<file path="src/acm_pkg.sv">
// ----------------------------------------------------------------------------
// acm_pkg
// Shared types and codes of the multi-pattern letter matcher: item and
// result words, action codes, controller micro-op codes and status word.
// ----------------------------------------------------------------------------
`default_nettype none

package acm_pkg;

    localparam int SYM_W = 8;

    typedef struct packed {
        logic [1:0] action;
        logic [4:0] letter;
        logic       last;
    } t_item;

    typedef struct packed {
        logic        status;
        logic [7:0]  hits_here;
        logic [15:0] hit_total;
        logic [10:0] nodes_used;
    } t_result;

    localparam logic [1:0] ACT_INSERT = 2'd0;
    localparam logic [1:0] ACT_BUILD  = 2'd1;
    localparam logic [1:0] ACT_SCAN   = 2'd2;
    localparam logic [1:0] ACT_CLEAR  = 2'd3;

    typedef logic [4:0] t_op;

    localparam t_op OP_NOP    = 5'd0;
    localparam t_op OP_LOAD   = 5'd1;
    localparam t_op OP_I_RD   = 5'd2;
    localparam t_op OP_I_UPD  = 5'd3;
    localparam t_op OP_S_RD   = 5'd4;
    localparam t_op OP_S_CHK  = 5'd5;
    localparam t_op OP_S_HRD  = 5'd6;
    localparam t_op OP_S_ACC  = 5'd7;
    localparam t_op OP_B_INIT = 5'd8;
    localparam t_op OP_B_ROOT = 5'd9;
    localparam t_op OP_B_POP  = 5'd10;
    localparam t_op OP_B_PGET = 5'd11;
    localparam t_op OP_B_CRD  = 5'd12;
    localparam t_op OP_B_CSET = 5'd13;
    localparam t_op OP_B_NEXT = 5'd14;
    localparam t_op OP_B_QRD  = 5'd15;
    localparam t_op OP_B_QCHK = 5'd16;
    localparam t_op OP_B_FRD  = 5'd17;
    localparam t_op OP_B_HWR  = 5'd18;
    localparam t_op OP_C_INIT = 5'd19;
    localparam t_op OP_SWEEP  = 5'd20;
    localparam t_op OP_REPORT = 5'd21;

    typedef struct packed {
        logic [1:0] action;
        logic       last;
        logic       child_nz;
        logic       q_zero;
        logic       p_zero;
        logic       s_last;
        logic       more;
        logic       sweep_last;
    } t_stat;

endpackage

`default_nettype wire

</file>
<file path="src/acm_ctrl.sv">
// ----------------------------------------------------------------------------
// acm_ctrl
// Sequencer of the matcher: steps each action through its micro-ops and
// runs the table clearing pass after reset and on clear.
// ----------------------------------------------------------------------------
`default_nettype none

module acm_ctrl
    import acm_pkg::*;
(
    input  wire   i_clk,
    input  wire   i_rst_n,
    input  wire   start,
    input  t_stat i_stat,
    output t_op   o_op,
    output logic  busy
);

    localparam logic [4:0] ST_SWEEP_RST = 5'd0;
    localparam logic [4:0] ST_IDLE      = 5'd1;
    localparam logic [4:0] ST_DISP      = 5'd2;
    localparam logic [4:0] ST_I_RD      = 5'd3;
    localparam logic [4:0] ST_I_UPD     = 5'd4;
    localparam logic [4:0] ST_S_RD      = 5'd5;
    localparam logic [4:0] ST_S_CHK     = 5'd6;
    localparam logic [4:0] ST_S_HRD     = 5'd7;
    localparam logic [4:0] ST_S_ACC     = 5'd8;
    localparam logic [4:0] ST_B_INIT    = 5'd9;
    localparam logic [4:0] ST_B_ROOT    = 5'd10;
    localparam logic [4:0] ST_B_POP     = 5'd11;
    localparam logic [4:0] ST_B_PGET    = 5'd12;
    localparam logic [4:0] ST_B_CRD     = 5'd13;
    localparam logic [4:0] ST_B_CCHK    = 5'd14;
    localparam logic [4:0] ST_B_QRD     = 5'd15;
    localparam logic [4:0] ST_B_QCHK    = 5'd16;
    localparam logic [4:0] ST_B_FRD     = 5'd17;
    localparam logic [4:0] ST_B_HWR     = 5'd18;
    localparam logic [4:0] ST_C_INIT    = 5'd19;
    localparam logic [4:0] ST_SWEEP_CLR = 5'd20;
    localparam logic [4:0] ST_REPORT    = 5'd21;

    logic [4:0] r_state;
    logic [4:0] n_state;

    always_ff @(posedge i_clk) begin
        if (!i_rst_n) begin
            r_state <= ST_SWEEP_RST;
        end else begin
            r_state <= n_state;
        end
    end

    always_comb begin
        n_state = r_state;
        o_op    = OP_NOP;
        unique case (r_state)
            ST_SWEEP_RST: begin
                o_op = OP_SWEEP;
                if (i_stat.sweep_last) n_state = ST_IDLE;
            end
            ST_IDLE: begin
                if (start) begin
                    o_op    = OP_LOAD;
                    n_state = ST_DISP;
                end
            end
            ST_DISP: begin
                unique case (i_stat.action)
                    ACT_INSERT: n_state = ST_I_RD;
                    ACT_BUILD:  n_state = ST_B_INIT;
                    ACT_SCAN:   n_state = ST_S_RD;
                    ACT_CLEAR:  n_state = ST_C_INIT;
                endcase
            end
            ST_I_RD: begin
                o_op    = OP_I_RD;
                n_state = ST_I_UPD;
            end
            ST_I_UPD: begin
                o_op    = OP_I_UPD;
                n_state = ST_REPORT;
            end
            ST_S_RD: begin
                o_op    = OP_S_RD;
                n_state = ST_S_CHK;
            end
            ST_S_CHK: begin
                o_op    = OP_S_CHK;
                n_state = (i_stat.child_nz || i_stat.q_zero) ? ST_S_HRD : ST_S_RD;
            end
            ST_S_HRD: begin
                o_op    = OP_S_HRD;
                n_state = ST_S_ACC;
            end
            ST_S_ACC: begin
                o_op    = OP_S_ACC;
                n_state = ST_REPORT;
            end
            ST_B_INIT: begin
                o_op    = OP_B_INIT;
                n_state = ST_B_ROOT;
            end
            ST_B_ROOT: begin
                o_op    = OP_B_ROOT;
                n_state = ST_B_POP;
            end
            ST_B_POP: begin
                if (i_stat.more) begin
                    o_op    = OP_B_POP;
                    n_state = ST_B_PGET;
                end else begin
                    n_state = ST_REPORT;
                end
            end
            ST_B_PGET: begin
                o_op    = OP_B_PGET;
                n_state = ST_B_CRD;
            end
            ST_B_CRD: begin
                o_op    = OP_B_CRD;
                n_state = ST_B_CCHK;
            end
            ST_B_CCHK: begin
                if (i_stat.child_nz) begin
                    o_op    = OP_B_CSET;
                    n_state = i_stat.p_zero ? ST_B_FRD : ST_B_QRD;
                end else begin
                    o_op    = OP_B_NEXT;
                    n_state = i_stat.s_last ? ST_B_POP : ST_B_CRD;
                end
            end
            ST_B_QRD: begin
                o_op    = OP_B_QRD;
                n_state = ST_B_QCHK;
            end
            ST_B_QCHK: begin
                o_op    = OP_B_QCHK;
                n_state = (i_stat.child_nz || i_stat.q_zero) ? ST_B_FRD : ST_B_QRD;
            end
            ST_B_FRD: begin
                o_op    = OP_B_FRD;
                n_state = ST_B_HWR;
            end
            ST_B_HWR: begin
                o_op    = OP_B_HWR;
                n_state = i_stat.s_last ? ST_B_POP : ST_B_CRD;
            end
            ST_C_INIT: begin
                o_op    = OP_C_INIT;
                n_state = ST_SWEEP_CLR;
            end
            ST_SWEEP_CLR: begin
                o_op = OP_SWEEP;
                if (i_stat.sweep_last) n_state = ST_REPORT;
            end
            ST_REPORT: begin
                o_op    = OP_REPORT;
                n_state = ST_IDLE;
            end
            default: n_state = ST_IDLE;
        endcase
    end

    assign busy = (r_state != ST_IDLE);

endmodule

`default_nettype wire

</file>
<file path="config.mk">
export PLATFORM = sky130hd
export DESIGN_NAME = acm_ctrl
export DESIGN_NICKNAME = d
export VERILOG_FILES = /design/src/acm_pkg.sv /design/src/acm_ctrl.sv
export SDC_FILE = /design/constraint.sdc
export NUM_CORES = 1
export LEC_CHECK = 0
export BUFFER_PORTS_ARGS = -buffer_cell sky130_fd_sc_hd__buf_4
export CELL_PAD_IN_SITES_DETAIL_PLACEMENT = 1
export CELL_PAD_IN_SITES_GLOBAL_PLACEMENT = 2
export CORE_ASPECT_RATIO = 0.75
export CORE_MARGIN = 3
export CORE_UTILIZATION = 30
export CTS_BUF_LIST = sky130_fd_sc_hd__clkbuf_8 sky130_fd_sc_hd__clkbuf_16
export DETAILED_ROUTE_END_ITERATION = 10
export GPL_TIMING_DRIVEN = 0
export PLACE_DENSITY = 0.83
export SETUP_SLACK_MARGIN = 0.5
export SYNTH_ARGS = -nofsm -noshare
export SYNTH_HDL_FRONTEND = slang
export SYNTH_SLANG_ARGS = --single-unit
</file>
<file path="constraint.sdc">
create_clock -name i_clk -period 3.65 [get_ports i_clk]
set_input_delay 0.365 -clock i_clk [delete_from_list [all_inputs] [get_ports i_clk]]
set_output_delay 0.365 -clock i_clk [all_outputs]
set_load 0.005 [all_outputs]
</file>
==> impl_results.md <==
* Status: complete, no violations
* Worst path bufs/invs at 3
* WHS Path Cells at 2
* DRT Pass-1 Iters at 4
* Layout cells sized above 1 at 0.2348
* Worst endpoint required time at 3.28 ns
* Min cycle time layout at between 2 and 2.5 ns
* Largest net degree at the start of global routing at 11
* # H-tree levels at 1
* Critical-path top delay cell: dfxtp_1
* Flip-flop count of the largest register after layout at 5
* Hold Violations, Final at 0
* Global-route usage over all layers at 0.1784
* Via density at 5.584
* Setup Crit Path Kind: reg -> out
* Yosys warns at 0
* Hold Path Origin: i_rst_n
* Tot Pwr at 0.6807 mW
* Core Box Area at 0.002346 mm²
* ANT nets after route at 0
* CTS tree: yes
* Worst R2R Start: r_state[0]
* Number of gates resized after cts at 0
* Largest registers: r_state: 5 flops
* CTS buffer count at 3
* P per Cell Area at 709.3 mW/mm²
* Post-layout nets at around 150
* Worst path max stage delay at approximately 0.37 ns
* Post-DR wirelength/cell at 16.10 µm
* Relative slew slack at 0.6642
* Clk sinks at 5
* Lkg Pwr at 0.4589 nW
* R2r endpoint: r_state[2]
* DP Wirelength at 2110 µm
* Clk buf depth at 2
* Reg2Reg Setup Slack at 2.00 ns
* DRC errors left at 0
* Global-route wire length before repair at 4450 µm
* Non-filler instance count after layout at 166
* Drt total wl at 2672 µm
* Startpoint types: flip-flop
* Seq cells post-synth at 5
* Max-cap viol count at 0
* Gp weighted congestion at between 0.8 and 0.9
* CP max FO at 10
* CP dominant cell by count: buf_4
* Initial Utilization at 0.3205
* Cell Area, Placed at 914.6 µm²
* Worst Tran Pin Value at approximately 0.5 ns
* Most common cell after layout, fill and taps aside: buf_4
* Unrepaired setup endpoints after global routing: false
* Seq/Total Area, Yosys at 0.1331
* Final period util at 0.5928
* Root Buffer: clkbuf_8
* Post-layout util at 0.4091
* Final Instance Area at 959.7 µm²
* Worst Skew at about 0.00090 ns
* Final setup fails at 0
* Distinct cell type count after synthesis at 40
* Pre-CTS WS at about 1.7 ns
* Initial drt markers at 22
* Mean post-synth cell area at roughly 6.7 µm²
* Number of global-route vias before repair at 920
* Setup TNS at 0 ns
* HP Class: in -> reg
* CTS clk-pin slew, worst paths at 0.04 ns
* Max Fclk at 0.4622 GHz
* Most frequent cells in the layout: buf_4 (18), nor2_1 (10), o21ai_0 (9), nand2_1 (8), a21oi_1 (8)
* Biggest register: r_state
* Worst EP arrival at roughly 1.8 ns
* Horiz. Die Dim at 63.81 µm
* Setup slack after layout at around 1.5 ns
* Cells after synthesis at about 110
* Cts hold-fix bufs at 0
* Top Family by Delay on Critical Path: buffers and inverters
* Area grow syn2layout at 27.62%
* ANT cells at 0
* Initial antenna violation count at 0
* VDD IR-drop max at 0.0002389 V
* Via Count at 927
* Worst Hold End: r_state[3]
* Critical path cell sequence: buf_2 > buf_4 > nand2_1 > or3_1 > a21oi_1 > a31oi_1 > buf_4
* Die Y at 49.36 µm
* Clk Latency, worst-skew pair at ~0.22 ns
* Final hold slack at 0.4312 ns
* Post-Syn Area at ~750 µm²
* Io pins at 18
* Final Slew Violations at 0
* Placed instance count at 162
* Post-Syn Nets at approximately 130
* # rows at 15
* Post-CTS setup buffer count at 0
* Die area at 0.003150 mm²
* Overflow after GRT at 0
* CP Capture Type: primary output
* # port buffers at 16
* R2R cell count at 5
==> synth_stat cells <==
master	number	area, µm²
nor2_1	10	37.54
o21ai_0	9	45.04
a21oi_1	8	40.04
nand2_1	8	30.03
buf_2	7	35.03
inv_1	6	22.52
nand3_1	6	30.03
a31oi_1	5	31.28
dfxtp_1	5	100.1
nand2b_1	4	25.02
nor2b_1	4	25.02
a21o_1	3	22.52
ha_1	3	37.54
nor3_1	3	15.01
buf_4	2	15.01
nand3b_1	2	15.01
o211ai_1	2	15.01
o21bai_1	2	15.01
or3_1	2	12.51
a2111oi_0	1	8.760
a211o_1	1	8.760
a21boi_1	1	7.510
a221o_1	1	10.01
a32oi_1	1	8.760
a41o_1	1	10.01
and3_1	1	6.260
nand4_1	1	6.260
nand4b_1	1	8.760
nand4b_2	1	15.01
nor3_2	1	10.01
nor4_1	1	6.260
o2111ai_1	1	8.760
o211a_1	1	10.01
o21a_1	1	7.510
o22ai_1	1	6.260
o311a_1	1	10.01
o31a_1	1	8.760
or2_2	1	6.260
or3b_1	1	8.760
or4b_1	1	10.01
==> worst register-to-register path, delay by kind of cell, from the launching register on <==
family / cells / cell delay, ns
DFF: 1 / 0.30
and+or+nand+nor: 2 / 0.71
AOI/OAI and AO/OA: 2 / 0.41
buffers and inverters: 1 / 0.18
==> how the worst max path moves through the flow <==
stage / to / slack [ns] / start / depth (start not counted)
finish: o_op[0] / 1.49 / r_state[2] / 7
global route: o_op[0] / 1.37 / r_state[2] / 7
CTS: o_op[0] / 1.48 / r_state[2] / 7
detailed placement: o_op[0] / 1.72 / r_state[2] / 7
global placement: o_op[0] / 1.72 / r_state[2] / 7
floorplan: o_op[1] / 2.05 / r_state[2] / 6
==> routing by layer <==
| metal | global-route usage | vias up | wire length [µm] |
|---|---|---|---|
| met1 | 0.2582 | 438 | 1354 |
| met3 | 0.03917 | 2 | 133 |
| met2 | 0.2693 | 31 | 1167 |
| met5 | 0 | - | 0 |
| met4 | 0.03226 | 0 | 17 |
| li1 | - | 456 | - |
==> where the power goes <==
part           switching, mW  leakage, nW  internal [mW]
logic                  0.277        0.391          0.212
clock network         0.0268       0.0269         0.0721
registers             0.0187       0.0411         0.0741
total                  0.322        0.459          0.358
==> kinds of logic after synthesis <==
family | after synthesis | synth area share
AOI/OAI and AO/OA | 41 | 0.3644
and+or+nand+nor | 48 | 0.3561
buffers and inverters | 15 | 0.09649
DFF | 5 | 0.1331
adders and majority gates | 3 | 0.04992
==> layout make-up <==
class                   instances  area [µm²]
clock inverters                 1       3.754
plain buffers                   9       50.05
clock buffers                   3       41.29
well taps                      34       42.54
inverters                       6       22.52
fillers                       314        1386
repair buffers                 16       120.1
multi-input cells              92       579.3
flip-flops and latches          5       100.1
(Power assumes the default switching activity.)
